--- src/hw/rtl/qcms_pkg.sv ---
package qcms_pkg;

  // Default code geometry
  localparam int BLOCK_BITS_DEF = 4801;
  localparam int NUM_BLOCKS_DEF = 2;
  localparam int KEY_WEIGHT_DEF = 45;

  // Fixed field widths of the command and result ports
  localparam int FUNC_W     = 3;
  localparam int BLOCK_W    = 1;
  localparam int SLOT_W     = 6;
  localparam int KEYPOS_W   = 13;
  localparam int BYTE_IDX_W = 10;
  localparam int BYTE_W     = 8;
  localparam int BIT_POS_W  = 14;
  localparam int UPC_W      = 6;
  localparam int UPC_MAX    = 63;

  // Per-cycle commands from the sequencer to the syndrome engine
  typedef struct packed {
    logic issue;    // start one key lookup / syndrome access
    logic test;     // access counts a set bit instead of flipping it
    logic key_we;   // write one key position
    logic clr_we;   // zero one syndrome row
    logic syn_re;   // read one syndrome row for the byte output
    logic cnt_clr;  // restart the unsatisfied-check counter
  } qcms_ctrl_t;

endpackage

--- src/hw/rtl/qcms_div.sv ---
// Division by a constant through repeated compare and subtract, one subtraction per cycle.
module qcms_div import qcms_pkg::*; #(
  parameter int DIVISOR = BLOCK_BITS_DEF,
  parameter int N_W     = BIT_POS_W,
  parameter int R_W     = $clog2(BLOCK_BITS_DEF)
) (
  input  logic           clk_i,
  input  logic           rst_ni,
  input  logic           start_i,
  input  logic [N_W-1:0] dividend_i,
  output logic           done_o,
  output logic [N_W-1:0] quot_o,
  output logic [R_W-1:0] rem_o
);

  logic            busy_q, busy_d;
  logic            done_q, done_d;
  logic [N_W-1:0]  r_q, r_d;
  logic [N_W-1:0]  q_q, q_d;
  logic            ge;

  assign ge = (32'(r_q) >= DIVISOR);

  always_comb begin
    busy_d = busy_q;
    done_d = 1'b0;
    r_d    = r_q;
    q_d    = q_q;
    if (start_i) begin
      busy_d = 1'b1;
      r_d    = dividend_i;
      q_d    = '0;
    end else if (busy_q) begin
      if (ge) begin
        r_d = r_q - N_W'(DIVISOR);
        q_d = q_q + 1'b1;
      end else begin
        busy_d = 1'b0;
        done_d = 1'b1;
      end
    end
  end

  always_ff @(posedge clk_i or negedge rst_ni) begin
    if (!rst_ni) begin
      busy_q <= 1'b0;
      done_q <= 1'b0;
    end else begin
      busy_q <= busy_d;
      done_q <= done_d;
    end
  end

  always_ff @(posedge clk_i) begin
    r_q <= r_d;
    q_q <= q_d;
  end

  assign done_o = done_q;
  assign quot_o = q_q;
  assign rem_o  = R_W'(r_q);

endmodule

--- config.mk ---
export PLATFORM = sky130hd
export DESIGN_NAME = qcms_div
export DESIGN_NICKNAME = d
export VERILOG_FILES = /design/src/hw/rtl/qcms_pkg.sv /design/src/hw/rtl/qcms_div.sv
export SDC_FILE = /design/constraint.sdc
export NUM_CORES = 1
export LEC_CHECK = 0
export BUFFER_PORTS_ARGS = -buffer_cell sky130_fd_sc_hd__buf_2
export CAP_MARGIN = 25
export CORE_UTILIZATION = 30
export DETAILED_ROUTE_END_ITERATION = 6
export PLACE_DENSITY_LB_ADDON = 0.05
export SLEW_MARGIN = 20
export SYNTH_ARGS = -nofsm -noshare
export SYNTH_HDL_FRONTEND = slang
export SYNTH_SLANG_ARGS = --single-unit
--- constraint.sdc ---
create_clock -name clk_i -period 2.8 [get_ports clk_i]
set_input_delay 0.56 -clock clk_i [delete_from_list [all_inputs] [get_ports clk_i]]
set_output_delay 0.56 -clock clk_i [all_outputs]
set_load 0.02 [all_outputs]
==> metrics.md, run 1 <==
| Metric | Value |
|---|---|
| Hpwl dp | `2849 µm` |
| N_diodes | `0` |
| RSZ-0062 raised after global routing | `false` |
| Layout Nets | `237` |
| Setup Crit Path Kind | `reg2reg` |
| Initial DRC Count | `91` |
| First-pass GRT wire length | `6596 µm` |
| Root Driver | `clkbuf_8` |
| DR WL met2 | `1633 µm` |
| Final Setup Violations | `0` |
| Row cnt | `27` |
| Total chip power | `0.002109 W` |
| Syn nets | `204` |
| Final hold slack | `0.04159 ns` |
| Slew HR | `72.11%` |
| Status | `finished clean` |
| DRC | `0` |
| Post-synth top area cell | `edfxtp_1` |
| Post-synth top cells | `nand2_1 (19), buf_4 (14), dfxtp_1 (14), edfxtp_1 (14), o21ai_0 (11)` |
| DR vias/cell | `5.034` |
| Netlist cell types | `43` |
| Syn-to-layout area delta | `17.07%` |
| Die Span X | `78.90 µm` |
| Post-synthesis cell area | `0.001774 mm²` |
| Met3 WL | `256 µm` |
| Max-slew violations | `0` |
| Final Hold Viols | `0` |
| Worst Path Required | `2.98 ns` |
| Clk buf depth | `2` |
| Top-area cell type share of the netlist area | `23.70%` |
| Vias in the first global route | `1334` |
| Startpoint types | `flip-flop` |
| Core area | `0.005608 mm²` |
| Syn Area/Cell | `9.642 µm²` |
| FF+latch count, synth | `30` |
| EDFF count, synth | `14` |
| Post-CTS sizing | `0` |
| Grt total ovfl | `0` |
| GPL Wtd Cong | `0.7337` |
| CTS Hold Bufs | `0` |
| IO Pins | `45` |
| Tot GR Track Use | `13.94%` |
| Buffers on Ports | `44` |
| Setup Buffers After CTS | `0` |
| Most common cell in the netlist | `nand2_1` |
| Starting density of the core | `31.64%` |
| Final WL | `4032 µm` |
| Synth async-reset ratio | `6.667%` |
| Final Cycle Share | `90.11%` |
| Antenna-violating nets left | `0` |
| Top sig layer | `met4` |
| Top post-synthesis cells by area | `edfxtp_1 (24%), dfxtp_1 (16%), buf_4 (5.9%)` |
| Final Skew | `0.01038 ns` |
| Max frequency | `396.4 MHz` |
| Chip height | `78.90 µm` |
| Power Density | `1015 mW/mm²` |
| CTS buffer count | `5` |
| Max-cap violations | `0` |
| Setup TNS | `0 ns` |
| Layout cells sized above 1 | `32.11%` |
| Reg clk slew, reported paths | `0.07 ns` |
| Critical Path AT | `2.71 ns` |
| Via count | `1460` |
| Top FF cell, synth | `edfxtp_1` |
| CTS sink count | `30` |
| Clk_lat worst skew | `0.29 ns` |
| Metal-1 WL | `2083 µm` |
| Synth warnings | `0` |
| Worst Setup End Kind | `flip-flop` |
| DR WL/cell | `13.90 µm` |
| Final critical-path required period | `2.523 ns` |
| Syn Inst Count | `184` |
| Finished Core Util | `37.04%` |
| Worst min-delay path class | `in2async` |
| Register area share after synthesis | `42.31%` |
| Peak supply drop | `0.0003322 V` |
| Worst-Margin Slew | `0.4172 ns` |
| Htree depth | `2` |
| Pin count of the biggest net entering global routing | `31` |
| DRT Pass-1 Iters | `4` |
| Die Footprint | `0.006225 mm²` |
| Antenna violations before repair | `0` |
| P_leak | `0.8241 nW` |
| Crit Path Max Fanout | `30` |
| CTS tree | `yes` |
## worst max-delay path, stage by stage, from the launching register on
cell and delay, ns:
edfxtp_1 0.46, inv_1 0.09, ha_1 0.17, or3b_4 0.42, or4_1 0.43, a221oi_2 0.36, buf_12 0.22, nor4_1 0.07
o21ba_2 0.20
## sequential cells by signal (all words and copies together) (netlist names)
| signal | cells |
|---|---|
| done_o | 1 |
| r_q | 14 |
| busy_q | 1 |
| quot_o | 14 |
## power by group
group	switching, W	internal (W)	leakage, nW
registers	0.000198	0.000639	0.282
clock network	0.000172	0.000230	0.0506
logic	0.000520	0.000349	0.492
total	0.000890	0.00122	0.824
## cells by family (layout without fill, tap and decap cells)
family          count (synthesis)  after routing  synth area share [%]
simple gates                   64             64                 20.45
compound gates                 51             51                 20.66
flops                          30             30                 42.31
buf+inv                        25             59                 8.956
xor+xnor                       10             10                 4.936
fa+ha+maj                       3              3                 2.116
mux                             1              1                0.5642
## area by class of cell
class | count | area [µm²]
fill | 597 | 3531
tap | 72 | 90.09
multi-input combinational | 129 | 864.6
clock buffer | 8 | 101.3
inverter | 4 | 15.01
sequential | 30 | 750.7
timing repair buffer | 47 | 255.2
## cell usage in the layout, fill, tap and decap left out, drive strengths merged, types with 7 or more instances in the layout
cell / synthesis / routed
o21ai: 18 / 18
clkbuf: 5 / 8
or4: 8 / 8
buf: 16 / 47
o31ai: 7 / 7
edfxtp: 14 / 14
a21oi: 14 / 14
nand2: 19 / 19
nor2: 7 / 7
nand4: 7 / 7
dfxtp: 14 / 14
## worst paths after layout
kind	startpoint	endpoint	slack (ns)	depth (start not counted)
hold reg to reg	quot_o[13]	quot_o[13]	0.48	2
setup reg to reg	r_q[0]	quot_o[8]	0.28	8
setup / recovery	r_q[0]	quot_o[8]	0.28	8
max in group asynchronous	rst_ni	busy_q	2.66	1
hold / removal	rst_ni	done_o	0.04	1
min in group clk_i	quot_o[13]	quot_o[13]	0.48	2
## layer usage
layer / vias up / global-route usage (%)
met5: - / 0
met4: 0 / 4.909
met3: 5 / 4.253
met2: 49 / 19.91
met1: 663 / 19.67
li1: 743 / -
## stage by stage
stage                     instances  cell area, µm²  worst slack, ns
after floorplan                 184            1774          0.06292
after global placement          282            1976           0.3325
after detailed placement        282            1976           0.2681
after CTS                       290            2077           0.2514
after global routing            290            2077           0.1355
final                           290            2077           0.2771
Power figures use the tool's default switching activity.
==> run 2, diff against run 1 <==
--- a/config.mk
+++ b/config.mk
@@ -10,6 +10,7 @@
 export CORE_UTILIZATION = 30
 export DETAILED_ROUTE_END_ITERATION = 6
 export PLACE_DENSITY_LB_ADDON = 0.05
+export RECOVER_POWER = 50
 export SLEW_MARGIN = 20
 export SYNTH_ARGS = -nofsm -noshare
 export SYNTH_HDL_FRONTEND = slang
==> run 2 against run 1 <==
- sequential cell count stayed put
- largest power group unchanged
- sequential share of layout area increased by 0.73 points
- non-clock buffer count unchanged
- clock skew grew 0.0011 ns
- first-iteration DRC count is 11% higher
- die area did not move
- clock power about the same
- routed wire length about the same
==> metrics.md, run 2 (synthesized netlist as in run 1, its figures left out) <==
| Metric | Value |
|---|---|
| Crit Path Max Fanout | `30 (unchanged)` |
| Layout fillers | `612 (+2.5%)` |
| P_leak | `0.7125 nW (-14%)` |
| Worst min-delay path class | `in2async` |
| CTS Hold Bufs | `0 (unchanged)` |
| IO Pins | `45 (unchanged)` |
| Worst reg-to-reg path cell count | `8 (unchanged)` |
| Final Cycle Share | `90.16% (about the same)` |
| Placed cells | `282 (unchanged)` |
| Max frequency | `396.1 MHz (about the same)` |
| Antenna-violating nets left | `0 (unchanged)` |
| Antenna violations before repair | `0 (unchanged)` |
| Layout Nets | `237 (unchanged)` |
| DRC | `0 (unchanged)` |
| Tot GR Track Use | `13.94% (unchanged)` |
| R2R Setup Slk | `0.28 ns (about the same)` |
| Worst-Margin Slew | `1.307 ns (+0.8903 ns)` |
| Max-cap violations | `0 (unchanged)` |
| Final critical-path required period | `2.524 ns (+0.001526 ns)` |
| Final WL | `4036 µm (about the same)` |
| Most used cells in the layout excluding fill and tap cells | `clkbuf_1 (33), nand2_1 (19), buf_2 (14), dfxtp_1 (14), edfxtp_1 (14)` |
| Pin count of the biggest net entering global routing | `31 (unchanged)` |
| CP cell instances | `inv_1 > ha_1 > or3b_4 > or4_1 > a221oi_2 > buf_12 > or4_1 > a21oi_1` |
| Power Density | `1023 mW/mm² (+0.75%)` |
| Startpoint types | `flip-flop` |
| Vias in the first global route | `1334 (unchanged)` |
| FF-to-FF End | `quot_o[11]` |
| CTS tree | `yes` |
| Area after DPL | `0.001976 mm² (unchanged)` |
| GPL Wtd Cong | `0.7337 (unchanged)` |
| Dpl ws | `0.2681 ns (unchanged)` |
| Clk buf depth | `2 (unchanged)` |
| Final Hold Viols | `0 (unchanged)` |
| Chip height | `78.90 µm (unchanged)` |
| Post-CTS sizing | `0 (unchanged)` |
| DR vias/cell | `5.034 (unchanged)` |
| RSZ-0062 raised after global routing | `false` |
| Slowest CP cell | `edfxtp_1` |
| DR WL/cell | `13.92 µm (about the same)` |
| Final Worst Setup Slack | `0.2755 ns (-0.001526 ns)` |
| Hpwl dp | `2849 µm (unchanged)` |
| Crit path top cell by count | `or4_1` |
| Layout cells sized above 1 | `17.89% (-14 points)` |
| First-pass GRT wire length | `6596 µm (unchanged)` |
| CTS sink count | `30 (unchanged)` |
| Syn-to-layout area delta | `14.74%` |
| Final Non-Filler Cells | `290 (unchanged)` |
| Crit path buf inv count | `2 (unchanged)` |
| Grt total ovfl | `0 (unchanged)` |
| Peak supply drop | `0.0003306 V (-0.49%)` |
| Initial DRC Count | `101 (+11%)` |
| Core area | `0.005608 mm² (unchanged)` |
| Worst Setup End Kind | `flip-flop` |
| Buffers on Ports | `44 (unchanged)` |
| Root Driver | `clkbuf_8` |
| Setup Buffers After CTS | `0 (unchanged)` |
| Htree depth | `2 (unchanged)` |
| Most common cell after layout, fill and taps aside | `clkbuf_1` |
| Setup Crit Path Kind | `reg2reg` |
| RR Startpoint | `r_q[0]` |
| Die Footprint | `0.006225 mm² (unchanged)` |
| Status | `finished clean` |
| Final Skew | `0.01149 ns (+0.001111 ns)` |
| Setup TNS | `0 ns (unchanged)` |
| N_diodes | `0 (unchanged)` |
| Die Span X | `78.90 µm (unchanged)` |
| Design area | `0.002036 mm² (-2.0%)` |
| Crit-path max cell delay | `0.46 ns (about the same)` |
| Clk_lat worst skew | `0.29 ns (about the same)` |
| Reg clk slew, reported paths | `0.07 ns (about the same)` |
| Worst Path Required | `2.91 ns (-0.07 ns)` |
| Via count | `1460 (unchanged)` |
| Starting density of the core | `31.64% (unchanged)` |
| Final Setup Violations | `0 (unchanged)` |
| Max-slew violations | `0 (unchanged)` |
| DRT Pass-1 Iters | `4 (unchanged)` |
| Slew HR | `12.84% (-59 points)` |
| CP top delay family | `simple AND/OR/NAND/NOR gates` |
| Critical Path AT | `2.64 ns (-0.07 ns)` |
| CTS buffer count | `5 (unchanged)` |
| Row cnt | `27 (unchanged)` |
[run 2: cell count changes in the layout (fill, tap and decap cells not counted)]
cell / delta
buf_2: -30
clkbuf_1: +31
buf_4: -1
[run 2: how the worst max path moves through the flow]
stage | from | endpoint | slack (ns) | cells after the start
global placement | r_q[0] | quot_o[8] | 0.33 | 8
global route | start_i | r_q[12] | 0.10 | 3
finish | r_q[0] | quot_o[11] | 0.28 | 8
floorplan | r_q[0] | r_q[0] | 0.06 | 8
detailed placement | r_q[0] | quot_o[8] | 0.27 | 8
CTS | r_q[0] | quot_o[8] | 0.25 | 8
[run 2: per-layer routing]
metal	track usage, %	wire length [µm]
met3	4.253	269
met5	0	0
met4	4.909	51
met1	19.67	2085
met2	19.91	1629
[run 2: worst reg2reg max path, delay by kind of cell (launching register included)]
| kind | cells | cell delay, ns |
|---|---|---|
| adder cells (fa/ha/maj) | 1 | 0.17 |
| buffers and inverters | 2 | 0.31 |
| AO/OA/AOI/OAI | 2 | 0.42 |
| flip-flops | 1 | 0.46 |
| AND/OR/NAND/NOR | 3 | 0.98 |
[run 2: per-stage QoR]
step	hold slack, ns	util [%]	total power [W]
after global placement	0.3457	35.23	0.001713
after floorplan	0.2644	-	0.001578
final	0.04324	36.30	0.002082
after CTS	0.03787	37.04	0.002139
after global routing	0.04074	36.30	0.002235
after detailed placement	0.3505	35.23	0.001729
[run 2: final cells by class]
cell class,count,area [µm²],area share [%]
sequential,30,750.7,36.88
tap,72,90.09,4.425
multi-input combinational,129,864.6,42.47
clock buffer,8,101.3,4.978
inverter,4,15.01,0.7376
timing repair buffer,47,214.0,10.51
[run 2: power breakdown]
part | internal [W] | switching [W]
clock network | 0.000230 | 0.000171
registers | 0.000640 | 0.000200
logic | 0.000319 | 0.000523
==> run 3, diff against run 2 <==
--- a/config.mk
+++ b/config.mk
@@ -6,8 +6,9 @@
 export NUM_CORES = 1
 export LEC_CHECK = 0
 export BUFFER_PORTS_ARGS = -buffer_cell sky130_fd_sc_hd__buf_2
-export CAP_MARGIN = 25
-export CORE_UTILIZATION = 30
+export CELL_PAD_IN_SITES_DETAIL_PLACEMENT = 1
+export CELL_PAD_IN_SITES_GLOBAL_PLACEMENT = 2
+export CORE_UTILIZATION = 29
 export DETAILED_ROUTE_END_ITERATION = 6
 export PLACE_DENSITY_LB_ADDON = 0.05
 export RECOVER_POWER = 50
==> run 3 against run 2 <==
- routed wire length is 13% higher
- clock power is 15% higher
- final cell count is 1.0% higher
- sequential power hardly changed
- register-to-register slack worse by 0.04 ns
- fmax is 1.6% lower
- final area is 1.2% higher
- clock skew is 0.0073 ns lower
- first-iteration DRC count is 46% lower
- die area is 3.4% higher
- combinational power is 2% higher
- critical endpoint is now quot_o[8]
==> metrics.md, run 3 (synthesized netlist as in run 1, its figures left out) <==
| Metric | Value |
|---|---|
| Syn-to-layout area delta | `16.15%` |
| Buffers on Ports | `44 (unchanged)` |
| DR vias/cell | `5.116 (+1.6%)` |
| Worst reg-to-reg path cell count | `8 (unchanged)` |
| Clock power share | `21.4% (+2.1 points)` |
| Slew HR | `19.39% (+6.6 points)` |
| First-pass GRT wire length | `7383 µm (+12%)` |
| Row cnt | `28 (+3.7%)` |
| Sw power | `0.0009225 W (+3.3%)` |
| Max frequency | `389.8 MHz (-1.6%)` |
| Post-CTS sizing | `0 (unchanged)` |
| Final Hold Viols | `0 (unchanged)` |
| RSZ-0062 raised after global routing | `false` |
| Final Skew | `0.004195 ns (-0.007295 ns)` |
| Switching Share | `42.65% (-0.25 points)` |
| DR WL/cell | `15.55 µm (+12%)` |
| CTS sink count | `30 (unchanged)` |
| Core area | `0.005921 mm² (+5.6%)` |
| Tot GR Track Use | `15.18% (+1.2 points)` |
| Die Span X | `80.22 µm (+1.7%)` |
| Htree depth | `2 (unchanged)` |
| Dpl ws | `0.2199 ns (-0.04825 ns)` |
| Starting density of the core | `29.97% (-1.7 points)` |
| Worst Setup End Kind | `flip-flop` |
| Vias in the first global route | `1469 (+10%)` |
| Setup TNS | `0 ns (unchanged)` |
| Die Footprint | `0.006434 mm² (+3.4%)` |
| Combinational share of power | `39.7% (-0.7 points)` |
| Critical Path AT | `2.75 ns (+0.11 ns)` |
| Area after DPL | `0.001979 mm² (+0.19%)` |
| Worst min-delay path class | `in2async` |
| Max-cap violations | `0 (unchanged)` |
| Reg area | `750.7 µm² (unchanged)` |
| Clk_lat worst skew | `0.28 ns (about the same)` |
| FF-to-FF End | `quot_o[8]` |
| DRC | `0 (unchanged)` |
| Status | `finished clean` |
| Hpwl dp | `3178 µm (+12%)` |
| Antenna violations before repair | `0 (unchanged)` |
| Antenna-violating nets left | `0 (unchanged)` |
| CTS buffer count | `5 (unchanged)` |
| Root Driver | `clkbuf_8` |
| Final WL | `4557 µm (+13%)` |
| Via count | `1499 (+2.7%)` |
| Clk buf depth | `2 (unchanged)` |
| IO Pins | `45 (unchanged)` |
| Multi-input gate area | `864.6 µm² (unchanged)` |
| R2R Setup Slk | `0.23 ns (-0.04 ns)` |
| Power Density | `1049 mW/mm² (+2.6%)` |
| Final Setup Violations | `0 (unchanged)` |
| Peak supply drop | `0.0003882 V (+17%)` |
| Max-slew violations | `0 (unchanged)` |
| End of the critical path | `quot_o[8]` |
| Most used cells in the layout excluding fill and tap cells | `clkbuf_1 (31), nand2_1 (19), buf_2 (14), dfxtp_1 (14), edfxtp_1 (14)` |
| Final Cycle Share | `91.63% (+1.5 points)` |
| Final Worst Setup Slack | `0.2343 ns (-0.04121 ns)` |
| P_leak | `0.7241 nW (+1.6%)` |
| Sequential Power Share | `38.9% (-1.4 points)` |
| Pin count of the biggest net entering global routing | `31 (unchanged)` |
| Worst Path Required | `2.99 ns (+0.08 ns)` |
| Int Pwr | `0.001240 W (+4.3%)` |
| Grt total ovfl | `0 (unchanged)` |
| Setup Buffers After CTS | `0 (unchanged)` |
| Setup Crit Path Kind | `reg2reg` |
| Layout cells sized above 1 | `18.35% (+0.46 points)` |
| Crit Path Max Fanout | `30 (unchanged)` |
| Layout fillers | `716 (+17%)` |
| CTS Hold Bufs | `0 (unchanged)` |
| Design area | `0.002061 mm² (+1.2%)` |
| Chip height | `80.22 µm (+1.7%)` |
| CTS tree | `yes` |
| Startpoint types | `flip-flop` |
| Worst-Margin Slew | `1.209 ns (-0.09827 ns)` |
| Layout Nets | `237 (unchanged)` |
| DRT Pass-1 Iters | `4 (unchanged)` |
| N_diodes | `0 (unchanged)` |
| Final critical-path required period | `2.566 ns (+0.04121 ns)` |
| Reg clk slew, reported paths | `0.07 ns (about the same)` |
| GPL Wtd Cong | `0.7388 (+0.70%)` |
| RR Startpoint | `r_q[0]` |
| Most common cell after layout, fill and taps aside | `clkbuf_1` |
| Initial DRC Count | `55 (-46%)` |
| Worst setup path startpoint | `r_q[0]` |
-- run 3: worst min-delay path by stage --
stage                       from      to  slack, ns  cells after the start
final                     rst_ni  done_o       0.05                      1
after global routing      rst_ni  busy_q       0.04                      1
after CTS                 rst_ni  done_o       0.04                      1
after detailed placement  rst_ni  done_o       0.35                      1
after global placement    rst_ni  done_o       0.35                      1
after floorplan           rst_ni  busy_q       0.26                      0
-- run 3: through the flow --
step	total power [W]	hold WS, ns	cells	util (%)
CTS	0.002224	0.03585	293	35.50
global placement	0.001716	0.3452	285	33.43
detailed placement	0.001748	0.3500	285	33.43
global route	0.002318	0.04471	293	34.81
floorplan	0.001578	0.2644	184	-
finish	0.002163	0.04983	293	34.81
-- run 3: worst max-delay path, cell delays in order (launching register included) --
cell and delay, ns:
edfxtp_1 0.46, inv_1 0.09, ha_1 0.18, or3b_4 0.40, or4_1 0.45, a221oi_2 0.39, buf_12 0.23, nor4_1 0.08
o21ba_2 0.19
-- run 3: cell type report --
type | instances | area share [%]
flip-flops and latches | 30 | 36.43
well taps | 75 | 4.554
clock buffers | 7 | 5.768
multi-input cells | 129 | 41.95
inverters | 4 | 0.7286
clock inverters | 1 | 0.1821
repair buffers | 47 | 10.38
-- run 3: power groups by stage --
stage / combinational, W / sequential, W / clock, W
floorplan: 0.000759 / 0.000820 / 0
global placement: 0.000873 / 0.000844 / 0
detailed placement: 0.000896 / 0.000852 / 0
CTS: 0.000905 / 0.000842 / 0.000478
global route: 0.000952 / 0.000875 / 0.000491
finish: 0.000858 / 0.000842 / 0.000462
-- run 3: layer usage --
| metal | global-route usage, % | routed length [µm] |
|---|---|---|
| met2 | 23.50 | 1998 |
| met5 | 0 | 0 |
| met4 | 5.893 | 62 |
| met3 | 3.409 | 173 |
| met1 | 20.39 | 2322 |
